**config.mk**
```make
export PLATFORM = sky130hd
export DESIGN_NAME = io_process_image_frame_engine
export DESIGN_NICKNAME = d
export VERILOG_FILES = /design/src/design/iofe_pkg.sv /design/src/design/iofe_front.sv /design/src/design/iofe_cmd_queue.sv /design/src/design/iofe_back.sv /design/src/design/io_process_image_frame_engine.sv
export VERILOG_INCLUDE_DIRS = /design/src /design/src/design
export SDC_FILE = /design/constraint.sdc
export NUM_CORES = 1
export LEC_CHECK = 0
export BUFFER_PORTS_ARGS = -buffer_cell sky130_fd_sc_hd__buf_2
export CORE_ASPECT_RATIO = 1.2
export CORE_UTILIZATION = 65
export CTS_BUF_LIST = sky130_fd_sc_hd__clkbuf_4 sky130_fd_sc_hd__clkbuf_8
export DETAILED_ROUTE_END_ITERATION = 16
export GPL_TIMING_DRIVEN = 0
export HOLD_SLACK_MARGIN = 0.06
export PLACE_DENSITY_LB_ADDON = 0.08
export SETUP_SLACK_MARGIN = 0.05
export SYNTH_ARGS = -nofsm -noshare
export SYNTH_HDL_FRONTEND = slang
export SYNTH_SLANG_ARGS = --single-unit
```
**constraint.sdc**
```tcl
create_clock -name aclk -period 6.9 [get_ports aclk]
set_clock_uncertainty 0.1 [all_clocks]
set_input_delay 0.345 -clock aclk [delete_from_list [all_inputs] [get_ports aclk]]
set_output_delay 0.345 -clock aclk [all_outputs]
set_load 0.01 [all_outputs]
```
**src/design/assert_macros.svh**
```systemverilog
// Assertion macros used by the frame engine back end.
`ifndef ASSERT_MACROS_SVH
`define ASSERT_MACROS_SVH

// The consequent must hold in the same cycle as the antecedent.
`define IOFE_ASSERT_NOW(lbl, clk, rstn, ante, cons, msg) \
    lbl: assert property (@(posedge clk) disable iff (!(rstn)) (ante) |-> (cons)) \
        else $error(msg);

// The consequent must hold in the cycle after the antecedent.
`define IOFE_ASSERT_NEXT(lbl, clk, rstn, ante, cons, msg) \
    lbl: assert property (@(posedge clk) disable iff (!(rstn)) (ante) |=> (cons)) \
        else $error(msg);

`endif

```
**src/design/iofe_pkg.sv**
```systemverilog
// Types, codes and a helper function shared by the frame engine modules.
`default_nettype none

package iofe_pkg;

    // Input item kinds as they arrive on the stream.
    localparam logic [2:0] KIND_SET  = 3'd0;
    localparam logic [2:0] KIND_READ = 3'd1;
    localparam logic [2:0] KIND_SEND = 3'd2;
    localparam logic [2:0] KIND_RXB  = 3'd3;
    localparam logic [2:0] KIND_END  = 3'd4;

    // Result kinds.
    localparam logic [1:0] RK_TX     = 2'd0;
    localparam logic [1:0] RK_BIT    = 2'd1;
    localparam logic [1:0] RK_STATUS = 2'd2;

    // Receive status codes.
    localparam logic [2:0] STS_OK    = 3'd0;
    localparam logic [2:0] STS_EMPTY = 3'd1;
    localparam logic [2:0] STS_LEN   = 3'd2;
    localparam logic [2:0] STS_TYPE  = 3'd3;
    localparam logic [2:0] STS_ADDR  = 3'd4;

    // Configuration register indexes.
    localparam logic [1:0] CFG_OUTPUT_COUNT    = 2'd0;
    localparam logic [1:0] CFG_INPUT_COUNT     = 2'd1;
    localparam logic [1:0] CFG_COUPLER_ADDRESS = 2'd2;

    // Frame constants.
    localparam logic [7:0] CH_REQUEST   = 8'h50;   // 'P'
    localparam logic [7:0] CH_ANSWER    = 8'h70;   // 'p'
    localparam logic [2:0] BIT_SEL_MASK = 3'h7;
    localparam logic [6:0] EVEN_MASK    = 7'h7E;
    localparam int         REQ_HDR_BYTES = 4;

    // Command queue depth.
    localparam int QUEUE_DEPTH = 2;

    typedef enum logic [2:0] {
        OP_SET,
        OP_READ,
        OP_SEND,
        OP_RXB,
        OP_END
    } op_t;

    typedef enum logic [2:0] {
        ST_IDLE,
        ST_SET_WR,
        ST_READ_RESP,
        ST_SEND,
        ST_COMMIT,
        ST_STATUS
    } state_t;

    typedef struct packed {
        op_t        op;
        logic [3:0] byte_num;
        logic [2:0] bit_sel;
        logic       bit_value;
        logic [7:0] rx_byte;
        logic       in_range;
    } cmd_t;

    typedef struct packed {
        logic [7:0] output_count;
        logic [7:0] input_count;
        logic [7:0] coupler_address;
    } cfg_t;

    typedef struct packed {
        logic [1:0] result_kind;
        logic [7:0] tx_byte;
        logic       tx_last;
        logic       input_value;
        logic [2:0] rx_status;
    } result_t;

    // Image size in bytes for a point count: whole words, capped at an even cap.
    function automatic logic [6:0] image_bytes(input logic [7:0] count,
                                               input logic [6:0] cap);
        logic [8:0] nbytes;
        logic [6:0] even;
        nbytes = ({1'b0, count} + 9'd7) >> 3;
        even   = (7'(nbytes) + 7'd1) & EVEN_MASK;
        return (even > cap) ? cap : even;
    endfunction

endpackage

`default_nettype wire

```
**src/design/iofe_front.sv**
```systemverilog
// Front end: accepts input requests, decodes the kind and range-checks the byte number.
`default_nettype none

module iofe_front #(
    parameter int MAX_IMAGE_BYTES = 16
) (
    input  wire logic             s_tvalid,
    output logic                  s_tready,
    input  wire logic [15:0]      s_tdata,
    input  wire logic [2:0]       s_tuser,
    input  wire logic             q_full,
    output logic                  q_push,
    output iofe_pkg::cmd_t        q_cmd
);

    logic       known_kind;
    iofe_pkg::op_t op;

    always_comb begin
        known_kind = 1'b1;
        op         = iofe_pkg::OP_SET;
        unique case (s_tuser)
            iofe_pkg::KIND_SET:  op = iofe_pkg::OP_SET;
            iofe_pkg::KIND_READ: op = iofe_pkg::OP_READ;
            iofe_pkg::KIND_SEND: op = iofe_pkg::OP_SEND;
            iofe_pkg::KIND_RXB:  op = iofe_pkg::OP_RXB;
            iofe_pkg::KIND_END:  op = iofe_pkg::OP_END;
            default:             known_kind = 1'b0;
        endcase
    end

    // Unknown kinds are taken from the stream and dropped.
    assign s_tready = !q_full;
    assign q_push   = s_tvalid && !q_full && known_kind;

    always_comb begin
        q_cmd.op        = op;
        q_cmd.byte_num  = s_tdata[6:3];
        q_cmd.bit_sel   = s_tdata[2:0] & iofe_pkg::BIT_SEL_MASK;
        q_cmd.bit_value = s_tdata[7];
        q_cmd.rx_byte   = s_tdata[15:8];
        q_cmd.in_range  = (32'(s_tdata[6:3]) < MAX_IMAGE_BYTES);
    end

endmodule

`default_nettype wire

```
**src/design/iofe_cmd_queue.sv**
```systemverilog
// Short command queue between the front end and the back end.
`default_nettype none

module iofe_cmd_queue (
    input  wire logic           aclk,
    input  wire logic           aresetn,
    input  wire logic           push,
    input  wire iofe_pkg::cmd_t push_cmd,
    input  wire logic           pop,
    output iofe_pkg::cmd_t      head_cmd,
    output logic                full,
    output logic                empty
);

    localparam int QAW = $clog2(iofe_pkg::QUEUE_DEPTH);
    localparam int QCW = $clog2(iofe_pkg::QUEUE_DEPTH + 1);

    iofe_pkg::cmd_t   entry_reg [iofe_pkg::QUEUE_DEPTH];
    logic [QAW-1:0]   wr_ptr_reg, wr_ptr_next;
    logic [QAW-1:0]   rd_ptr_reg, rd_ptr_next;
    logic [QCW-1:0]   count_reg, count_next;
    logic             do_push, do_pop;

    assign full     = (count_reg == QCW'(iofe_pkg::QUEUE_DEPTH));
    assign empty    = (count_reg == '0);
    assign do_push  = push && !full;
    assign do_pop   = pop && !empty;
    assign head_cmd = entry_reg[rd_ptr_reg];

    always_comb begin
        wr_ptr_next = do_push ? wr_ptr_reg + QAW'(1) : wr_ptr_reg;
        rd_ptr_next = do_pop  ? rd_ptr_reg + QAW'(1) : rd_ptr_reg;
        count_next  = count_reg;
        if (do_push && !do_pop) begin
            count_next = count_reg + QCW'(1);
        end else if (do_pop && !do_push) begin
            count_next = count_reg - QCW'(1);
        end
    end

    always_ff @(posedge aclk) begin
        if (!aresetn) begin
            wr_ptr_reg <= '0;
            rd_ptr_reg <= '0;
            count_reg  <= '0;
        end else begin
            wr_ptr_reg <= wr_ptr_next;
            rd_ptr_reg <= rd_ptr_next;
            count_reg  <= count_next;
        end
    end

    always_ff @(posedge aclk) begin
        if (do_push) begin
            entry_reg[wr_ptr_reg] <= push_cmd;
        end
    end

endmodule

`default_nettype wire

```
**src/design/iofe_back.sv**
```systemverilog
// Back end: image memories, frame sequencer, burst check and result register.
`default_nettype none
`include "assert_macros.svh"

module iofe_back #(
    parameter int MAX_IMAGE_BYTES     = 16,
    parameter int ANSWER_HEADER_BYTES = 4
) (
    input  wire logic           aclk,
    input  wire logic           aresetn,
    input  wire iofe_pkg::cfg_t cfg,
    input  wire logic           q_empty,
    input  wire iofe_pkg::cmd_t q_head,
    output logic                q_pop,
    input  wire logic           m_tready,
    output logic                m_tvalid,
    output iofe_pkg::result_t   m_result
);

    localparam int SHADOW_DEPTH = ANSWER_HEADER_BYTES + MAX_IMAGE_BYTES + 1;
    localparam int IMG_AW  = $clog2(MAX_IMAGE_BYTES);
    localparam int SH_AW   = $clog2(SHADOW_DEPTH);
    localparam int CNT_W   = $clog2(SHADOW_DEPTH + 2);
    localparam int SIZE_W  = $clog2(MAX_IMAGE_BYTES + 1);
    localparam int POS_W   = $clog2(MAX_IMAGE_BYTES + iofe_pkg::REQ_HDR_BYTES + 2);
    localparam logic [6:0] SIZE_CAP = 7'(MAX_IMAGE_BYTES) & iofe_pkg::EVEN_MASK;

    // Storage.
    logic [7:0]  oi_mem [MAX_IMAGE_BYTES];
    logic        oi_vld_reg [MAX_IMAGE_BYTES];
    logic [7:0]  ii_mem [MAX_IMAGE_BYTES];
    logic        ii_vld_reg [MAX_IMAGE_BYTES];
    logic [7:0]  sh_mem [SHADOW_DEPTH];
    logic [7:0]  oi_rdata_reg, ii_rdata_reg, sh_rdata_reg;

    // Sequencer state.
    iofe_pkg::state_t state_reg, state_next;
    iofe_pkg::cmd_t   cmd_reg;
    logic [POS_W-1:0]  pos_reg;
    logic [7:0]        sum_reg;
    logic [CNT_W-1:0]  rx_cnt_reg;
    logic [7:0]        first_reg, addr_reg;
    logic [2:0]        status_reg;
    logic [SIZE_W-1:0] copy_len_reg, copy_idx_reg;
    logic              wr_pend_reg;
    logic [IMG_AW-1:0] wr_idx_reg;
    logic              out_valid_reg;
    iofe_pkg::result_t out_reg;

    // Control decoded from the state.
    logic              oi_rd_en, ii_rd_en, sh_rd_en, oi_wr_en, sh_wr_en;
    logic [IMG_AW-1:0] oi_rd_addr, ii_rd_addr, oi_wr_addr;
    logic [SH_AW-1:0]  sh_rd_addr;
    logic [7:0]        oi_wr_data;
    logic              res_push;
    iofe_pkg::result_t res;

    logic              out_free;
    logic [SIZE_W-1:0] out_size, in_size;
    logic [POS_W-1:0]  data_end, pos_inc;
    logic              send_last;
    logic [7:0]        send_byte, bit_mask;
    logic [CNT_W-1:0]  expect_cnt;
    logic [2:0]        end_status;
    logic              head_is_end, head_is_send, head_is_rxb;

    assign out_free  = !out_valid_reg || m_tready;
    assign out_size  = SIZE_W'(iofe_pkg::image_bytes(cfg.output_count, SIZE_CAP));
    assign in_size   = SIZE_W'(iofe_pkg::image_bytes(cfg.input_count, SIZE_CAP));
    assign data_end  = POS_W'(iofe_pkg::REQ_HDR_BYTES) + POS_W'(out_size);
    assign pos_inc   = pos_reg + POS_W'(1);
    assign send_last = (pos_reg == data_end);
    assign bit_mask  = 8'(1) << cmd_reg.bit_sel;
    assign expect_cnt = CNT_W'(ANSWER_HEADER_BYTES) + CNT_W'(in_size) + CNT_W'(1);

    assign head_is_end  = !q_empty && (q_head.op == iofe_pkg::OP_END);
    assign head_is_send = !q_empty && (q_head.op == iofe_pkg::OP_SEND);
    assign head_is_rxb  = !q_empty && (q_head.op == iofe_pkg::OP_RXB);

    always_comb begin
        priority if (rx_cnt_reg == '0) begin
            end_status = iofe_pkg::STS_EMPTY;
        end else if (rx_cnt_reg != expect_cnt) begin
            end_status = iofe_pkg::STS_LEN;
        end else if (first_reg != iofe_pkg::CH_ANSWER) begin
            end_status = iofe_pkg::STS_TYPE;
        end else if (addr_reg != cfg.coupler_address) begin
            end_status = iofe_pkg::STS_ADDR;
        end else begin
            end_status = iofe_pkg::STS_OK;
        end
    end

    // Request frame byte at the current position.
    always_comb begin
        priority if (pos_reg == POS_W'(0)) begin
            send_byte = iofe_pkg::CH_REQUEST;
        end else if (pos_reg == POS_W'(1)) begin
            send_byte = 8'(out_size >> 1);
        end else if (pos_reg < POS_W'(iofe_pkg::REQ_HDR_BYTES)) begin
            send_byte = cfg.coupler_address;
        end else if (pos_reg < data_end) begin
            send_byte = oi_rdata_reg;
        end else begin
            send_byte = sum_reg;
        end
    end

    // Next state.
    always_comb begin
        state_next = state_reg;
        unique case (state_reg)
            iofe_pkg::ST_IDLE: begin
                if (!q_empty) begin
                    unique case (q_head.op)
                        iofe_pkg::OP_SET:  state_next = iofe_pkg::ST_SET_WR;
                        iofe_pkg::OP_READ: state_next = iofe_pkg::ST_READ_RESP;
                        iofe_pkg::OP_SEND: state_next = iofe_pkg::ST_SEND;
                        iofe_pkg::OP_END:  state_next = (end_status == iofe_pkg::STS_OK)
                                                        ? iofe_pkg::ST_COMMIT
                                                        : iofe_pkg::ST_STATUS;
                        default:           state_next = iofe_pkg::ST_IDLE;
                    endcase
                end
            end
            iofe_pkg::ST_SET_WR: state_next = iofe_pkg::ST_IDLE;
            iofe_pkg::ST_READ_RESP: begin
                if (out_free) state_next = iofe_pkg::ST_IDLE;
            end
            iofe_pkg::ST_SEND: begin
                if (out_free && send_last) state_next = iofe_pkg::ST_IDLE;
            end
            iofe_pkg::ST_COMMIT: begin
                if (copy_idx_reg == copy_len_reg && !wr_pend_reg) begin
                    state_next = iofe_pkg::ST_STATUS;
                end
            end
            iofe_pkg::ST_STATUS: begin
                if (out_free) state_next = iofe_pkg::ST_IDLE;
            end
            default: state_next = iofe_pkg::ST_IDLE;
        endcase
    end

    // Control outputs.
    always_comb begin
        q_pop      = 1'b0;
        oi_rd_en   = 1'b0;
        oi_rd_addr = IMG_AW'(q_head.byte_num);
        ii_rd_en   = 1'b0;
        ii_rd_addr = IMG_AW'(q_head.byte_num);
        oi_wr_en   = 1'b0;
        oi_wr_addr = IMG_AW'(cmd_reg.byte_num);
        oi_wr_data = cmd_reg.bit_value ? (oi_rdata_reg | bit_mask)
                                       : (oi_rdata_reg & ~bit_mask);
        sh_rd_en   = 1'b0;
        sh_rd_addr = SH_AW'(ANSWER_HEADER_BYTES) + SH_AW'(copy_idx_reg);
        sh_wr_en   = 1'b0;
        res_push   = 1'b0;
        res        = '0;
        unique case (state_reg)
            iofe_pkg::ST_IDLE: begin
                q_pop = !q_empty;
                if (!q_empty) begin
                    oi_rd_en = (q_head.op == iofe_pkg::OP_SET) && q_head.in_range;
                    ii_rd_en = (q_head.op == iofe_pkg::OP_READ) && q_head.in_range;
                    sh_wr_en = head_is_rxb && (rx_cnt_reg < CNT_W'(SHADOW_DEPTH));
                end
            end
            iofe_pkg::ST_SET_WR: begin
                oi_wr_en = cmd_reg.in_range;
            end
            iofe_pkg::ST_READ_RESP: begin
                res_push          = out_free;
                res.result_kind   = iofe_pkg::RK_BIT;
                res.input_value   = cmd_reg.in_range && ii_rdata_reg[cmd_reg.bit_sel];
            end
            iofe_pkg::ST_SEND: begin
                res_push        = out_free;
                res.result_kind = iofe_pkg::RK_TX;
                res.tx_byte     = send_byte;
                res.tx_last     = send_last;
                // Fetch the next image byte while the current one is delivered.
                oi_rd_addr = IMG_AW'(pos_inc - POS_W'(iofe_pkg::REQ_HDR_BYTES));
                oi_rd_en   = out_free && (pos_inc >= POS_W'(iofe_pkg::REQ_HDR_BYTES))
                             && (pos_inc < data_end);
            end
            iofe_pkg::ST_COMMIT: begin
                sh_rd_en = (copy_idx_reg < copy_len_reg);
            end
            iofe_pkg::ST_STATUS: begin
                res_push        = out_free;
                res.result_kind = iofe_pkg::RK_STATUS;
                res.rx_status   = status_reg;
            end
            default: ;
        endcase
    end

    // Control registers.
    always_ff @(posedge aclk) begin
        if (!aresetn) begin
            state_reg     <= iofe_pkg::ST_IDLE;
            rx_cnt_reg    <= '0;
            wr_pend_reg   <= 1'b0;
            out_valid_reg <= 1'b0;
        end else begin
            state_reg   <= state_next;
            wr_pend_reg <= sh_rd_en;
            if (state_reg == iofe_pkg::ST_IDLE && head_is_end) begin
                rx_cnt_reg <= '0;
            end else if (state_reg == iofe_pkg::ST_IDLE && head_is_rxb
                         && rx_cnt_reg < CNT_W'(SHADOW_DEPTH + 1)) begin
                rx_cnt_reg <= rx_cnt_reg + CNT_W'(1);
            end
            if (res_push) begin
                out_valid_reg <= 1'b1;
            end else if (m_tready) begin
                out_valid_reg <= 1'b0;
            end
        end
    end

    // Datapath registers.
    always_ff @(posedge aclk) begin
        if (q_pop) begin
            cmd_reg <= q_head;
        end
        if (state_reg == iofe_pkg::ST_IDLE && head_is_send) begin
            pos_reg <= '0;
            sum_reg <= '0;
        end else if (state_reg == iofe_pkg::ST_SEND && out_free) begin
            pos_reg <= pos_inc;
            sum_reg <= sum_reg + send_byte;
        end
        if (state_reg == iofe_pkg::ST_IDLE && head_is_rxb) begin
            if (rx_cnt_reg == CNT_W'(0)) first_reg <= q_head.rx_byte;
            if (rx_cnt_reg == CNT_W'(3)) addr_reg  <= q_head.rx_byte;
        end
        if (state_reg == iofe_pkg::ST_IDLE && head_is_end) begin
            status_reg   <= end_status;
            copy_len_reg <= in_size;
            copy_idx_reg <= '0;
        end else if (sh_rd_en) begin
            copy_idx_reg <= copy_idx_reg + SIZE_W'(1);
        end
        if (sh_rd_en) begin
            wr_idx_reg <= IMG_AW'(copy_idx_reg);
        end
        if (res_push) begin
            out_reg <= res;
        end
    end

    // Output image: valid bits make unwritten bytes read as zero.
    always_ff @(posedge aclk) begin
        if (!aresetn) begin
            for (int i = 0; i < MAX_IMAGE_BYTES; i++) oi_vld_reg[i] <= 1'b0;
        end else if (oi_wr_en) begin
            oi_vld_reg[oi_wr_addr] <= 1'b1;
        end
    end

    always_ff @(posedge aclk) begin
        if (oi_wr_en) begin
            oi_mem[oi_wr_addr] <= oi_wr_data;
        end
        if (oi_rd_en) begin
            oi_rdata_reg <= oi_vld_reg[oi_rd_addr] ? oi_mem[oi_rd_addr] : 8'd0;
        end
    end

    // Accepted input image, written by the commit copy.
    always_ff @(posedge aclk) begin
        if (!aresetn) begin
            for (int i = 0; i < MAX_IMAGE_BYTES; i++) ii_vld_reg[i] <= 1'b0;
        end else if (wr_pend_reg) begin
            ii_vld_reg[wr_idx_reg] <= 1'b1;
        end
    end

    always_ff @(posedge aclk) begin
        if (wr_pend_reg) begin
            ii_mem[wr_idx_reg] <= sh_rdata_reg;
        end
        if (ii_rd_en) begin
            ii_rdata_reg <= ii_vld_reg[ii_rd_addr] ? ii_mem[ii_rd_addr] : 8'd0;
        end
    end

    // Receive shadow buffer.
    always_ff @(posedge aclk) begin
        if (sh_wr_en) begin
            sh_mem[SH_AW'(rx_cnt_reg)] <= q_head.rx_byte;
        end
        if (sh_rd_en) begin
            sh_rdata_reg <= sh_mem[sh_rd_addr];
        end
    end

    assign m_tvalid = out_valid_reg;
    assign m_result = out_reg;

    `IOFE_ASSERT_NOW(a_last_only_tx, aclk, aresetn,
        out_valid_reg && out_reg.tx_last, out_reg.result_kind == iofe_pkg::RK_TX,
        "frame end mark on a result that is not a transmit byte")
    `IOFE_ASSERT_NOW(a_rx_cnt_bound, aclk, aresetn,
        1'b1, rx_cnt_reg <= CNT_W'(SHADOW_DEPTH + 1),
        "receive count beyond its saturation value")
    `IOFE_ASSERT_NOW(a_copy_bound, aclk, aresetn,
        state_reg == iofe_pkg::ST_COMMIT, copy_idx_reg <= copy_len_reg,
        "commit copy ran past the answer image size")
    `IOFE_ASSERT_NOW(a_no_overwrite, aclk, aresetn,
        res_push, out_free,
        "result written over one not yet taken")
    `IOFE_ASSERT_NEXT(a_send_ends_idle, aclk, aresetn,
        state_reg == iofe_pkg::ST_SEND && out_free && send_last,
        state_reg == iofe_pkg::ST_IDLE,
        "sequencer did not return to idle after the checksum byte")

endmodule

`default_nettype wire

```
**src/design/io_process_image_frame_engine.sv**
```systemverilog
// Top level of the I/O bus coupler frame engine: configuration registers and stream ports.
// A request waits in the command queue until the back end takes it. A bit set rewrites
// its image byte. A send streams 4 + image bytes + 1 frame bytes at one per cycle unless
// results stall, reading one byte ahead. A rejected burst end reports its status directly;
// an accepted one first copies the answer image in. Synchronous reset clears the
// configuration registers, both images and the receive count.
`default_nettype none

module io_process_image_frame_engine #(
    parameter int MAX_IMAGE_BYTES     = 16,
    parameter int ANSWER_HEADER_BYTES = 4
) (
    input  wire logic        aclk,
    input  wire logic        aresetn,

    // Configuration write port.
    input  wire logic        cfg_wr_en,
    input  wire logic [1:0]  cfg_index,
    input  wire logic [7:0]  cfg_wdata,

    // Input requests.
    input  wire logic        s_tvalid,
    output logic             s_tready,
    input  wire logic [15:0] s_tdata,   // bit_index[6:0], bit_value[7], rx_byte[15:8]
    input  wire logic [2:0]  s_tuser,   // kind[2:0]

    // Result requests.
    output logic             m_tvalid,
    input  wire logic        m_tready,
    output logic [15:0]      m_tdata,   // tx_byte[7:0], input_value[8], rx_status[11:9], zero
    output logic             m_tlast,   // tx_last
    output logic [1:0]       m_tuser    // result_kind[1:0]
);

    // The configuration must be written only while the engine is idle, so the back end may
    // read it combinationally without any capture; the block itself does not enforce this.
    iofe_pkg::cfg_t    cfg_reg;
    iofe_pkg::cmd_t    push_cmd, head_cmd;
    iofe_pkg::result_t result;
    logic              q_push, q_pop, q_full, q_empty;

    always_ff @(posedge aclk) begin
        if (!aresetn) begin
            cfg_reg <= '0;
        end else if (cfg_wr_en) begin
            unique case (cfg_index)
                iofe_pkg::CFG_OUTPUT_COUNT:    cfg_reg.output_count    <= cfg_wdata;
                iofe_pkg::CFG_INPUT_COUNT:     cfg_reg.input_count     <= cfg_wdata;
                iofe_pkg::CFG_COUPLER_ADDRESS: cfg_reg.coupler_address <= cfg_wdata;
                default: ;
            endcase
        end
    end

    // The front end classifies each request and drops kinds that have no meaning.
    iofe_front #(
        .MAX_IMAGE_BYTES(MAX_IMAGE_BYTES)
    ) u_front (
        .s_tvalid (s_tvalid),
        .s_tready (s_tready),
        .s_tdata  (s_tdata),
        .s_tuser  (s_tuser),
        .q_full   (q_full),
        .q_push   (q_push),
        .q_cmd    (push_cmd)
    );

    // The queue lets the front keep taking requests while the back end works or stalls.
    iofe_cmd_queue u_queue (
        .aclk     (aclk),
        .aresetn  (aresetn),
        .push     (q_push),
        .push_cmd (push_cmd),
        .pop      (q_pop),
        .head_cmd (head_cmd),
        .full     (q_full),
        .empty    (q_empty)
    );

    // The back end owns the images and the shadow buffer and produces all results.
    iofe_back #(
        .MAX_IMAGE_BYTES    (MAX_IMAGE_BYTES),
        .ANSWER_HEADER_BYTES(ANSWER_HEADER_BYTES)
    ) u_back (
        .aclk     (aclk),
        .aresetn  (aresetn),
        .cfg      (cfg_reg),
        .q_empty  (q_empty),
        .q_head   (head_cmd),
        .q_pop    (q_pop),
        .m_tready (m_tready),
        .m_tvalid (m_tvalid),
        .m_result (result)
    );

    assign m_tdata = {4'd0, result.rx_status, result.input_value, result.tx_byte};
    assign m_tlast = result.tx_last;
    assign m_tuser = result.result_kind;

endmodule

`default_nettype wire

```
==> flow_metrics.tcl <==
set metrics [dict create \
    dp.cells 2419 \
    synthXorXnorAreaFrac_pct 1.52 \
    fin_hold_ws_ns 0.266 \
    ctsResizeCount 0 \
    htree_levels 3 \
    async_flop_share_pct 0 \
    cts_tree "built" \
    dieArea_um2 40800 \
    post-place-ws_ns 0.791 \
    insertion_delay_ns 0.69 \
    drt_iter0_drc 1636 \
    status "finished clean" \
    synth_top_family_by_area "simple AND/OR/NAND/NOR gates" \
    hpwl_um 39900 \
    slew_headroom_pct 13.4 \
    clkSinkCount 625 \
    cts_root_buffer "clkbuf_8" \
    largest_reg_flops 168 \
    syn_avg_cell_area_um2 14.2 \
    yosysSeqAreaShare_pct 68.8 \
    synth_compound_area_share_pct 6.97 \
    power.density_nw_per_um2 336 \
    synth_cell_types 70 \
    die_w_um 185 \
    portBuffers 49 \
    diodes 0 \
    drive_gt1_share_pct 15.6 \
    place_congestion 0.906 \
    tightest_slew_ns 1.29 \
    largest-register "u_back.sh_mem" \
    cts_buffers 90 \
    synth_ff_type "edfxtp_1" \
    yosys_warnings 0 \
    cp_max_fo 7 \
    yosys_register_bits 625 \
    drc_errors 0 \
    rsz0062_at_grt "no" \
    syn-cell-area_um2 26000 \
    grt_pass1_wl_um 90900 \
    fp.dieH_um 221 \
    synth-simple-area-share_pct 11.2 \
    clk_pin_slew_ns 0.06 \
    detail_route.first_pass.iterations 7 \
    cap_viol_max_count 0 \
    wl_per_cell_um 22.8 \
    start_util_pct 66.5 \
    slew_violations 0 \
    hold_path_class "input port to register" \
    fin_cells 2618 \
    synthMuxAreaShare_pct 8.01 \
    cts_setup_buffers 0 \
    grt_max_degree 24 \
    period_needed_ns 6.22 \
    fin_setup_tns_ns 0 \
    startpoint_type "register" \
    gr-usage-all-layers_pct 30.0 \
    synth_edf_count 536 \
    vias 16200 \
    fin_crit_sh_pct 90.1 \
    fillers 2440 \
    grt_pass1_vias 16400 \
    synthAdderAreaFrac_pct 1.46 \
    vias_per_cell 6.20 \
    critPathKind "register to register" \
    final_common_cell "edfxtp_1" \
    reg_top3 "u_back.sh_mem: 168 flops, u_back.ii_mem: 128 flops, u_back.oi_mem: 128 flops" \
    syn_inst 1835 \
    final_cell_mix "536 x edfxtp_1, 274 x nand2_1, 110 x clkbuf_8" \
    irDropWorstVdd_uv 294 \
    finalPower_uw 9830 \
    drt-total-wl_um 59600 \
    core_um2 39000 \
    area_growth_pct 12.6 \
    setup_slack_ns 0.683 \
    p_leak_uw 0.00998 \
    hold_viol_final 0 \
    critical_path_required_ns 7.41 \
    fmax_ghz 0.161 \
    cts.path.max_buffers 3 \
    io_pins 55 \
    overflow 0 \
    rows 79 \
    worstPathArrival_ns 6.72 \
    antenna_found_initial 0 \
    antenna_left 0 \
    setup_viol 0 \
    cp-end-kind "register" \
    fin_nets 2078 \
]
[power breakdown]
part,total (uW),internal [uW],leakage (uW),switching [uW]
combinational,2140,738,0.00338,1400
sequential,4570,4450,0.00556,117
clock,3130,1720,0.00105,1410
total,9830,6910,0.00998,2930
[synthesized netlist by cell type (4+ instances only)]
library cell	count	area, um^2
buf_1	15	56.3
mux2_2	24	270
nand3_1	53	265
o31ai_1	13	97.6
mux4_2	51	1150
mux2i_1	59	591
nor3b_1	13	97.6
nand3b_1	7	52.6
inv_1	30	113
xor2_1	13	114
o22ai_1	4	25.0
nand4_1	7	43.8
dfxtp_1	89	1780
and2_0	8	50.1
nor3_1	22	110
or4_1	4	30.0
xnor2_1	32	280
o211ai_1	10	75.1
clkbuf_1	72	270
a311oi_1	59	517
a211oi_1	33	248
buf_4	4	30.0
nor2_1	87	327
edfxtp_1	536	16100
and2_1	42	263
buf_2	11	55.1
and3_1	33	206
o21ai_0	22	110
nand2_1	274	1030
a31oi_1	11	68.8
a21oi_1	31	155
ha_1	28	350
nand2b_1	13	81.3
o21a_1	37	278
nor2b_1	39	244
[worst paths after layout]
kind / startpoint / to / slack [ns] / cells past startpoint
setup / recovery: cfg_reg[16]$_SDFFE_PN0P_ / u_back.sum_reg[7]$_SDFFE_PP0P_ / 0.68 / 26
setup reg to reg: cfg_reg[16]$_SDFFE_PN0P_ / u_back.sum_reg[7]$_SDFFE_PP0P_ / 0.68 / 26
hold reg to reg: u_back.oi_vld_reg[10]$_DFF_P_ / u_back.oi_vld_reg[10]$_DFF_P_ / 0.37 / 1
hold / removal: aresetn / u_back.state_reg[0]$_SDFFE_PN0P_ / 0.27 / 4
[cells by family (layout without fill, tap and decap cells)]
family / count (synthesis) / after routing
adders and majority gates: 30 / 30
xor gates and xnor gates: 45 / 45
and+or+nand+nor: 616 / 616
other: 1 / 4
buffers and inverters: 134 / 388
DFF: 625 / 625
AOI/OAI and AO/OA: 246 / 246
muxes: 138 / 138
[layer usage]
metal | up-vias | wire (um) | GRT usage [%]
li1 | 7283 | - | -
met1 | 7964 | 23100 | 39.2
met2 | 843 | 29600 | 49.1
met3 | 147 | 4730 | 4.82
met4 | 0 | 2160 | 14.6
met5 | - | 0 | 0
[metrics by stage]
step	instance area [um^2]	util, %
after floorplan	26000	-
after global placement	26900	68.9
after detailed placement	27000	69.1
after CTS	29200	74.9
after global routing	29300	74.9
final	29300	74.9
[final cells by class]
| cell class | instances | area [um^2] | share of cell area, % |
|---|---|---|---|
| Inverter | 32 | 120 | 0.411 |
| Buffer | 102 | 412 | 1.41 |
| Clock buffer | 131 | 1670 | 5.71 |
| Tap cell | 526 | 658 | 2.25 |
| Sequential cell | 625 | 17900 | 61.1 |
| Clock inverter | 38 | 293 | 1.00 |
| Timing Repair Buffer | 85 | 602 | 2.06 |
| Multi-Input combinational cell | 1079 | 7630 | 26.1 |
[worst max-delay path, stage by stage (launching register included)]
cell and delay, ns:
dfxtp_1 0.34, o31ai_1 0.60, inv_1 0.09, nor2_1 0.13, ha_1 0.19, nand2_1 0.07, nor2_2 0.15, mux2i_4 0.39
nor2_1 0.13, ha_1 0.38, maj3_1 0.29, nor2_1 0.06, mux2i_1 0.28, o21a_1 0.17, buf_2 0.24, mux2i_1 0.21
o22a_1 0.22, inv_1 0.07, ha_1 0.29, a21o_1 0.19, a21oi_1 0.23, o21bai_1 0.10, a21oi_1 0.22, o21ai_0 0.20
and3_2 0.26, or4_1 0.40, a21oi_1 0.13
[timing repair]
action	CTS	global route
endpoints found under the setup margin	0	0
hold buffers	30	0
endpoints found under the hold margin	65	0
No activity file was read; power rests on OpenSTA's default activity.
